--- src/hdl/sil_pkg.sv ---
`timescale 1ns / 1ps
// Shared types and constants for the sorted insert list.
// No dependencies; imported by sil_cell and sorted_insert_list_top.
package sil_pkg;

   localparam int VALUE_W       = 32;
   localparam int STATUS_W      = 2;
   localparam int DEPTH_DEF     = 16;
   localparam int KEY_WIDTH_DEF = 32;

   localparam logic FUNC_INSERT = 1'b0;
   localparam logic FUNC_READ   = 1'b1;

   localparam logic [STATUS_W-1:0] ST_INSERTED = 2'd0;
   localparam logic [STATUS_W-1:0] ST_FULL     = 2'd1;
   localparam logic [STATUS_W-1:0] ST_ENTRY    = 2'd2;
   localparam logic [STATUS_W-1:0] ST_EMPTY    = 2'd3;

   // Per-cycle command broadcast to every cell of the chain.
   typedef struct packed {
      logic ins;   // place the broadcast key
      logic rot;   // rotate the occupied cells one place toward the head
   } sil_ctl_type;

endpackage

--- src/hdl/sil_cell.sv ---
`timescale 1ns / 1ps
// One storage cell of the sorted key chain: holds a key and an occupied flag.
// Depends on sil_pkg for the control struct.
module sil_cell #(
   parameter int KEY_WIDTH = sil_pkg::KEY_WIDTH_DEF
) (
   input  logic                 clock,
   input  logic                 reset,
   input  sil_pkg::sil_ctl_type ctl,
   input  logic [KEY_WIDTH-1:0] new_key,
   input  logic [KEY_WIDTH-1:0] head_key,
   input  logic [KEY_WIDTH-1:0] prev_key,
   input  logic                 prev_valid,
   input  logic                 prev_take,
   input  logic [KEY_WIDTH-1:0] next_key,
   input  logic                 next_valid,
   output logic [KEY_WIDTH-1:0] key,
   output logic                 valid,
   output logic                 take
);
   import sil_pkg::*;

   logic [KEY_WIDTH-1:0] key_ff, key_in;
   logic                 valid_ff, valid_in;

   // Empty cells and keys not smaller than the new one give way.
   assign take = !valid_ff || ($signed(key_ff) >= $signed(new_key));

   always_comb begin
      key_in   = key_ff;
      valid_in = valid_ff;
      if (ctl.ins) begin
         if (prev_take) begin
            if (prev_valid) begin
               key_in   = prev_key;
               valid_in = 1'b1;
            end
         end else if (take) begin
            key_in   = new_key;
            valid_in = 1'b1;
         end
      end else if (ctl.rot && valid_ff) begin
         // the tail of the occupied run wraps back to the head key
         key_in = next_valid ? next_key : head_key;
      end
   end

   always_ff @(posedge clock) begin
      if (reset) begin
         valid_ff <= 1'b0;
      end else begin
         valid_ff <= valid_in;
      end
   end

   always_ff @(posedge clock) begin
      key_ff <= key_in;
   end

   assign key   = key_ff;
   assign valid = valid_ff;

endmodule

--- src/hdl/sorted_insert_list_top.sv ---
`timescale 1ns / 1ps
// Top level of the sorted insert list: command handshake, read-out sequencer
// and the chain of sil_cell instances. Depends on sil_pkg and sil_cell.

// An insert does not raise busy, so a new item may follow in the next cycle; its
// single status beat appears on the rsp_ ports the cycle after acceptance.
// A read-out of n stored keys holds busy high while it delivers n entry
// beats: acceptance sets the read-out state, and each beat is registered from
// the head key. The chain rotates one place per cycle, so n rotations return it
// to its order. The next item is taken as soon as busy is low.
// A read-out of an empty list gives a single beat. Result beats are
// strobed by rsp_valid for exactly one cycle and must be taken: there is no
// stall from the receiver. No clearing pass follows reset.
module sorted_insert_list_top #(
   parameter int DEPTH     = sil_pkg::DEPTH_DEF,
   parameter int KEY_WIDTH = sil_pkg::KEY_WIDTH_DEF
) (
   input  logic                          clock,
   input  logic                          reset,
   input  logic                          start,
   output logic                          busy,
   input  logic                          req_func,
   input  logic signed [sil_pkg::VALUE_W-1:0]  req_value,
   output logic                          rsp_valid,
   output logic signed [sil_pkg::VALUE_W-1:0]  rsp_key_out,
   output logic [sil_pkg::STATUS_W-1:0]  rsp_status,
   output logic                          rsp_last
);
   import sil_pkg::*;

   localparam int CNT_W = $clog2(DEPTH + 1);

   logic [KEY_WIDTH-1:0] cell_key [DEPTH];
   logic [DEPTH-1:0]     cell_valid;
   logic [DEPTH-1:0]     cell_take;
   logic [KEY_WIDTH-1:0] new_key;
   logic [VALUE_W-1:0]   head_out;
   sil_ctl_type          ctl;

   logic                 accept, full;
   logic [CNT_W-1:0]     key_count_ff, key_count_in;
   logic                 rd_active_ff, rd_active_in;
   logic [CNT_W-1:0]     rd_left_ff, rd_left_in;
   logic                 rsp_valid_ff, rsp_valid_in;
   logic [VALUE_W-1:0]   rsp_key_ff, rsp_key_in;
   logic [STATUS_W-1:0]  rsp_status_ff, rsp_status_in;
   logic                 rsp_last_ff, rsp_last_in;

   // Fit the request value to the key width and the head key to the port.
   generate
      if (KEY_WIDTH <= VALUE_W) begin : g_narrow
         assign new_key  = req_value[KEY_WIDTH-1:0];
         assign head_out = VALUE_W'(cell_key[0]);
      end else begin : g_wide
         assign new_key  = {{(KEY_WIDTH - VALUE_W){1'b0}}, req_value};
         assign head_out = cell_key[0][VALUE_W-1:0];
      end
   endgenerate

   assign busy   = rd_active_ff;
   assign accept = start && !busy;
   assign full   = cell_valid[DEPTH-1];

   assign ctl.ins = accept && (req_func == FUNC_INSERT) && !full;
   assign ctl.rot = rd_active_ff;

   generate
      for (genvar i = 0; i < DEPTH; i++) begin : g_cell
         logic [KEY_WIDTH-1:0] prev_key, next_key;
         logic                 prev_valid, prev_take, next_valid;
         if (i == 0) begin : g_first
            assign prev_key   = '0;
            assign prev_valid = 1'b0;
            assign prev_take  = 1'b0;
         end else begin : g_mid
            assign prev_key   = cell_key[i-1];
            assign prev_valid = cell_valid[i-1];
            assign prev_take  = cell_take[i-1];
         end
         if (i == DEPTH - 1) begin : g_last
            assign next_key   = '0;
            assign next_valid = 1'b0;
         end else begin : g_inner
            assign next_key   = cell_key[i+1];
            assign next_valid = cell_valid[i+1];
         end
         sil_cell #(
            .KEY_WIDTH (KEY_WIDTH)
         ) u_cell (
            .clock      (clock),
            .reset      (reset),
            .ctl        (ctl),
            .new_key    (new_key),
            .head_key   (cell_key[0]),
            .prev_key   (prev_key),
            .prev_valid (prev_valid),
            .prev_take  (prev_take),
            .next_key   (next_key),
            .next_valid (next_valid),
            .key        (cell_key[i]),
            .valid      (cell_valid[i]),
            .take       (cell_take[i])
         );
      end
   endgenerate

   always_comb begin
      key_count_in  = key_count_ff;
      rd_active_in  = rd_active_ff;
      rd_left_in    = rd_left_ff;
      rsp_valid_in  = 1'b0;
      rsp_key_in    = '0;
      rsp_status_in = ST_INSERTED;
      rsp_last_in   = 1'b1;
      if (rd_active_ff) begin
         // stream the head key while the chain rotates
         rsp_valid_in  = 1'b1;
         rsp_key_in    = head_out;
         rsp_status_in = ST_ENTRY;
         rsp_last_in   = (rd_left_ff == CNT_W'(1));
         rd_left_in    = rd_left_ff - CNT_W'(1);
         if (rd_left_ff == CNT_W'(1)) begin
            rd_active_in = 1'b0;
         end
      end else if (accept) begin
         rsp_valid_in = 1'b1;
         if (req_func == FUNC_INSERT) begin
            if (full) begin
               rsp_status_in = ST_FULL;
            end else begin
               rsp_status_in = ST_INSERTED;
               key_count_in  = key_count_ff + CNT_W'(1);
            end
         end else if (key_count_ff == '0) begin
            rsp_status_in = ST_EMPTY;
         end else begin
            rsp_valid_in = 1'b0;
            rd_active_in = 1'b1;
            rd_left_in   = key_count_ff;
         end
      end
   end

   always_ff @(posedge clock) begin
      if (reset) begin
         key_count_ff <= '0;
         rd_active_ff <= 1'b0;
         rd_left_ff   <= '0;
         rsp_valid_ff <= 1'b0;
      end else begin
         key_count_ff <= key_count_in;
         rd_active_ff <= rd_active_in;
         rd_left_ff   <= rd_left_in;
         rsp_valid_ff <= rsp_valid_in;
      end
   end

   always_ff @(posedge clock) begin
      rsp_key_ff    <= rsp_key_in;
      rsp_status_ff <= rsp_status_in;
      rsp_last_ff   <= rsp_last_in;
   end

   assign rsp_valid   = rsp_valid_ff;
   assign rsp_key_out = rsp_key_ff;
   assign rsp_status  = rsp_status_ff;
   assign rsp_last    = rsp_last_ff;

`ifndef NO_ASSERTIONS
   a_count_range : assert property (@(posedge clock) disable iff (reset)
      key_count_ff <= CNT_W'(DEPTH))
      else $error("key count above depth");

   a_count_matches_chain : assert property (@(posedge clock) disable iff (reset)
      $countones(cell_valid) == int'(key_count_ff))
      else $error("occupied cells disagree with key count");

   a_read_left : assert property (@(posedge clock) disable iff (reset)
      rd_active_ff |-> (rd_left_ff != '0))
      else $error("read-out active with nothing left");

   a_full_reject : assert property (@(posedge clock) disable iff (reset)
      (accept && req_func == FUNC_INSERT && full) |=>
         (rsp_valid && rsp_status == ST_FULL && $stable(key_count_ff)))
      else $error("insert into full list not rejected");
`endif

endmodule
--- config.mk ---
export PLATFORM = sky130hd
export DESIGN_NAME = sorted_insert_list_top
export DESIGN_NICKNAME = d
export VERILOG_FILES = /design/src/hdl/sil_pkg.sv /design/src/hdl/sil_cell.sv /design/src/hdl/sorted_insert_list_top.sv
export SDC_FILE = /design/constraint.sdc
export NUM_CORES = 2
export LEC_CHECK = 0
export ABC_CLOCK_PERIOD_IN_PS = 5300
export BUFFER_PORTS_ARGS = -buffer_cell sky130_fd_sc_hd__buf_4
export CORE_MARGIN = 8
export CORE_UTILIZATION = 40
export CTS_CLUSTER_DIAMETER = 100
export DETAILED_ROUTE_END_ITERATION = 12
export GPL_TIMING_DRIVEN = 0
export HOLD_SLACK_MARGIN = 0.06
export PLACE_DENSITY = 0.6
export SYNTH_ARGS = -nofsm -noshare
export SYNTH_HDL_FRONTEND = slang
export SYNTH_SLANG_ARGS = --single-unit
--- constraint.sdc ---
create_clock -name clock -period 5.3 [get_ports clock]
set_input_delay 0.265 -clock clock [delete_from_list [all_inputs] [get_ports clock]]
set_output_delay 0.265 -clock clock [all_outputs]
set_load 0.005 [all_outputs]
==> impl_results.md <==
* Avg Vias per Cell at 6.46
* Worst Hold End: rd_left_ff[1]
* R2r startpoint: g_cell[0].u_cell.key[0]
* Reg2Reg Depth at 12
* Mapped Avg Cell Area at 9.97 µm²
* Synth area leader: edfxtp_1
* Element type at the critical path end: flop
* Most used cell, CP: a21oi_1
* Io pins at 73
* Layout cells sized above 1 at 0.0642
* # setup viols final at 0
* Worst R2R End: g_cell[0].u_cell.key[0]
* Leakage at 0.0202 µW
* Slew headroom at 0.0329
* Async SR Flop Fraction at 0
* Worst-path clk slew at 60 ps
* Arr. time, crit path at 5390 ps
* Diode count at 0
* Int Power at 8380 µW
* Worst-case clock skew at 22.4 ps
* Synth Cell Area at 43100 µm²
* Commonest non-fill, non-tap cells in the layout: a21oi_1 (574), edfxtp_1 (512), ha_1 (484)
* Number of max-cap violations at 0
* Switching share of power at 0.284
* Crit path cell chain: dlygate4sd3_1, buf_4, clkinvlp_4, ha_1, a21oi_1, nor2_1, a211oi_1, o211ai_1, a21oi_1, mux2i_1, a21o_1, buf_2, nand2_2
* Power Dens Cells at 243 nW/µm²
* VDD IR-drop max at 182 µV
* IO buf count at 70
* CTS H-tree lvls at 3
* CP max stage delay at 640 ps
* # rows at 120
* Filler instances at 10.3k
* Critical Path RT at 5480 ps
* Slew Limit Fails at 0
* #FFs+latches synth at 575
* Synth top area share at 0.356
* Mapped Nets at 4845
* Die Ht at 344 µm
* Top cell family by delay on the critical path: compound AO/OA/AOI/OAI gates
* Final Util at 0.451
* Status: finished, final reports clean
* Slowest cell on crit path: mux2i_1
* Placed inst area at 45900 µm²
* Hold slack final at 79.8 ps
* Sink Count at 575
* Syn Inst Count at 4325
* Root buf cell: clkbuf_16
* First-iteration detailed-routing DRC count at 4738
* DR vias at 38.5k
* Initial Util at 0.403
* Ranking of synthesized cells by area: edfxtp_1 (36%), ha_1 (14%), mux2i_1 (11%), a21oi_1 (6.7%), a211oi_1 (6.0%)
* Final WL at 175000 µm
* Initial antenna violation count at 4
* Area grow syn2layout at 11.9%
* Clk buf depth at 3
* Register share of total power at 0.433
* Unrepaired setup endpoints after global routing: false
* DR WL/cell at 29.4 µm
* Sequential fraction of the synthesis area at 0.386
* Min-delay src: reset
* Chip Width at 344 µm
* Fin crit share at 0.984
* Final instance area at 48300 µm²
* NetSw at 3320 µW
* Vias in the first global route at 37.1k
* F_max at 0.192 GHz
* Min-Delay Path Class: primary input to flop
* CTS buffer count at 71
* First-pass GRT wire length at 254000 µm
* Die ar. at 119000 µm²
* DRC viols at 0
* Crit Path Max Fanout at 32
* Distinct cells, synth at 67
* Clock power frac at 0.427
* Post-CTS Setup Bufs at 0
* CP bufs+invs at 4
* Startpoint types: primary input
* Most common cell after layout, fill and taps aside: a21oi_1
* # nets final at 5012
* WS Path Type: primary input to flop
* Antenna viol nets, final at 0
* Final hold violations at 0
* Largest net degree at the start of global routing at 33
* Min Tclk post-route at 5220 ps
* Tot GR Track Use at 0.287
* Pre-antenna DRT Iters at 7
* Worst-Skew Late Latency at 650 ps
* Combinational share of power at 0.140
* Worst slew pin tran at 1440 ps
* YS warnings at 0
* Core Area at 107000 µm²
* CTS tree: done
* GPL Wtd Cong at 0.964
* EDFF count, synth at 512
* GRT overflow at 0
* DP HPWL at 141000 µm
* Main flop type after synthesis: edfxtp_1
* R2R Setup Slk at 350 ps
* Worst Hold Path Cells at 2
==> Yosys cell counts, types with 4 or more instances <==
master and count:
buf_12 4, buf_2 14, buf_1 4, and2_1 34, a22oi_1 43, o211ai_1 39, nand3_1 37, dfxtp_1 63
mux2_2 5, o211a_1 12, and4_1 8, a21o_1 36, a221oi_1 47, nand4_1 100, nand2_1 275, o21ai_0 99
edfxtp_1 512, nor3_1 49, and3_1 6, buf_4 27, xor2_1 4, nor2_1 123, o21ai_1 28, nor4_1 22
a211oi_1 345, a21oi_1 576, mux2i_1 453, nor2b_1 358, clkbuf_1 291, ha_1 484, a2111o_1 11, a31oi_1 47
nand2b_1 9, o221a_2 32, inv_1 85
==> flip-flops by register name, indices dropped and copies added, names as in the netlist <==
| register | cells |
|---|---|
| rsp_last | 1 |
| rsp_valid | 1 |
| g_cell.u_cell.valid | 16 |
| busy | 1 |
| rd_left_ff | 5 |
| key_count_ff | 5 |
| rsp_status | 2 |
| g_cell.u_cell.key | 512 |
| rsp_key_out | 32 |
==> cells by family after synthesis <==
logic type,share of synthesized area
AO/OA/AOI/OAI,0.197
AND/OR/NAND/NOR,0.125
flip-flops,0.386
adder cells (fa/ha/maj),0.140
multiplexers,0.109
buffers and inverters,0.0420
XOR/XNOR,0.00122
==> per-stage QoR <==
stage               total power [µW]  cells  setup WS [ps]  TNS [ps]
floorplan                       6120   4325            127         0
global placement                6690   5798          -2890   -640820
detailed placement              6740   5811           58.0         0
CTS                            11700   5948            174         0
global route                   12000   5949           38.4         0
finish                         11700   5949           82.3         0
==> metal layers <==
layer | global-route usage | vias to the layer above | share of wire
met5 | 0 | - | 0.00026
met4 | 0.121 | 6 | 0.047
met3 | 0.0551 | 372 | 0.088
met2 | 0.432 | 2083 | 0.43
met1 | 0.401 | 19000 | 0.44
li1 | - | 17000 | -
==> area by class of cell <==
type,instances,area (µm²),share of cell area
Tap cell,1403,1760,0.0364
Inverter,85,327,0.00677
Clock inverter,23,208,0.00430
Buffer,343,1490,0.0310
Sequential cell,575,16600,0.345
Multi-Input combinational cell,3322,24800,0.514
Clock buffer,104,2050,0.0424
Timing Repair Buffer,94,978,0.0203
==> how the worst max path moves through the flow <==
stage / cells past startpoint / start / end / slack (ps)
3_5_place_dp: 13 / req_value[10] / g_cell[7].u_cell.key[8] / 60
4_1_cts: 14 / req_value[10] / g_cell[7].u_cell.key[18] / 170
6_report: 13 / req_value[9] / g_cell[0].u_cell.key[0] / 80
3_3_place_gp: 11 / req_value[10] / g_cell[14].u_cell.key[6] / -2890
2_1_floorplan: 11 / req_value[31] / g_cell[14].u_cell.key[0] / 130
5_1_grt: 13 / req_value[7] / g_cell[0].u_cell.key[0] / 40
==> power groups by stage <==
stage	registers (µW)	logic [µW]	clock network (µW)
after floorplan	5130	991	0
after detailed placement	5160	1580	0
final	5070	1640	4990
after global placement	5160	1530	0
after global routing	5070	1770	5160
after CTS	5060	1590	5010
==> repair_timing <==
| item | CTS | global route |
|---|---|---|
| hold buffers | 10 | 1 |
| hold endpoints to repair | 10 | 1 |
| gates resized for setup | 0 | 2 |
| endpoints found under the setup margin | 0 | 40 |
Note: power is estimated with default switching activity, not from simulation.
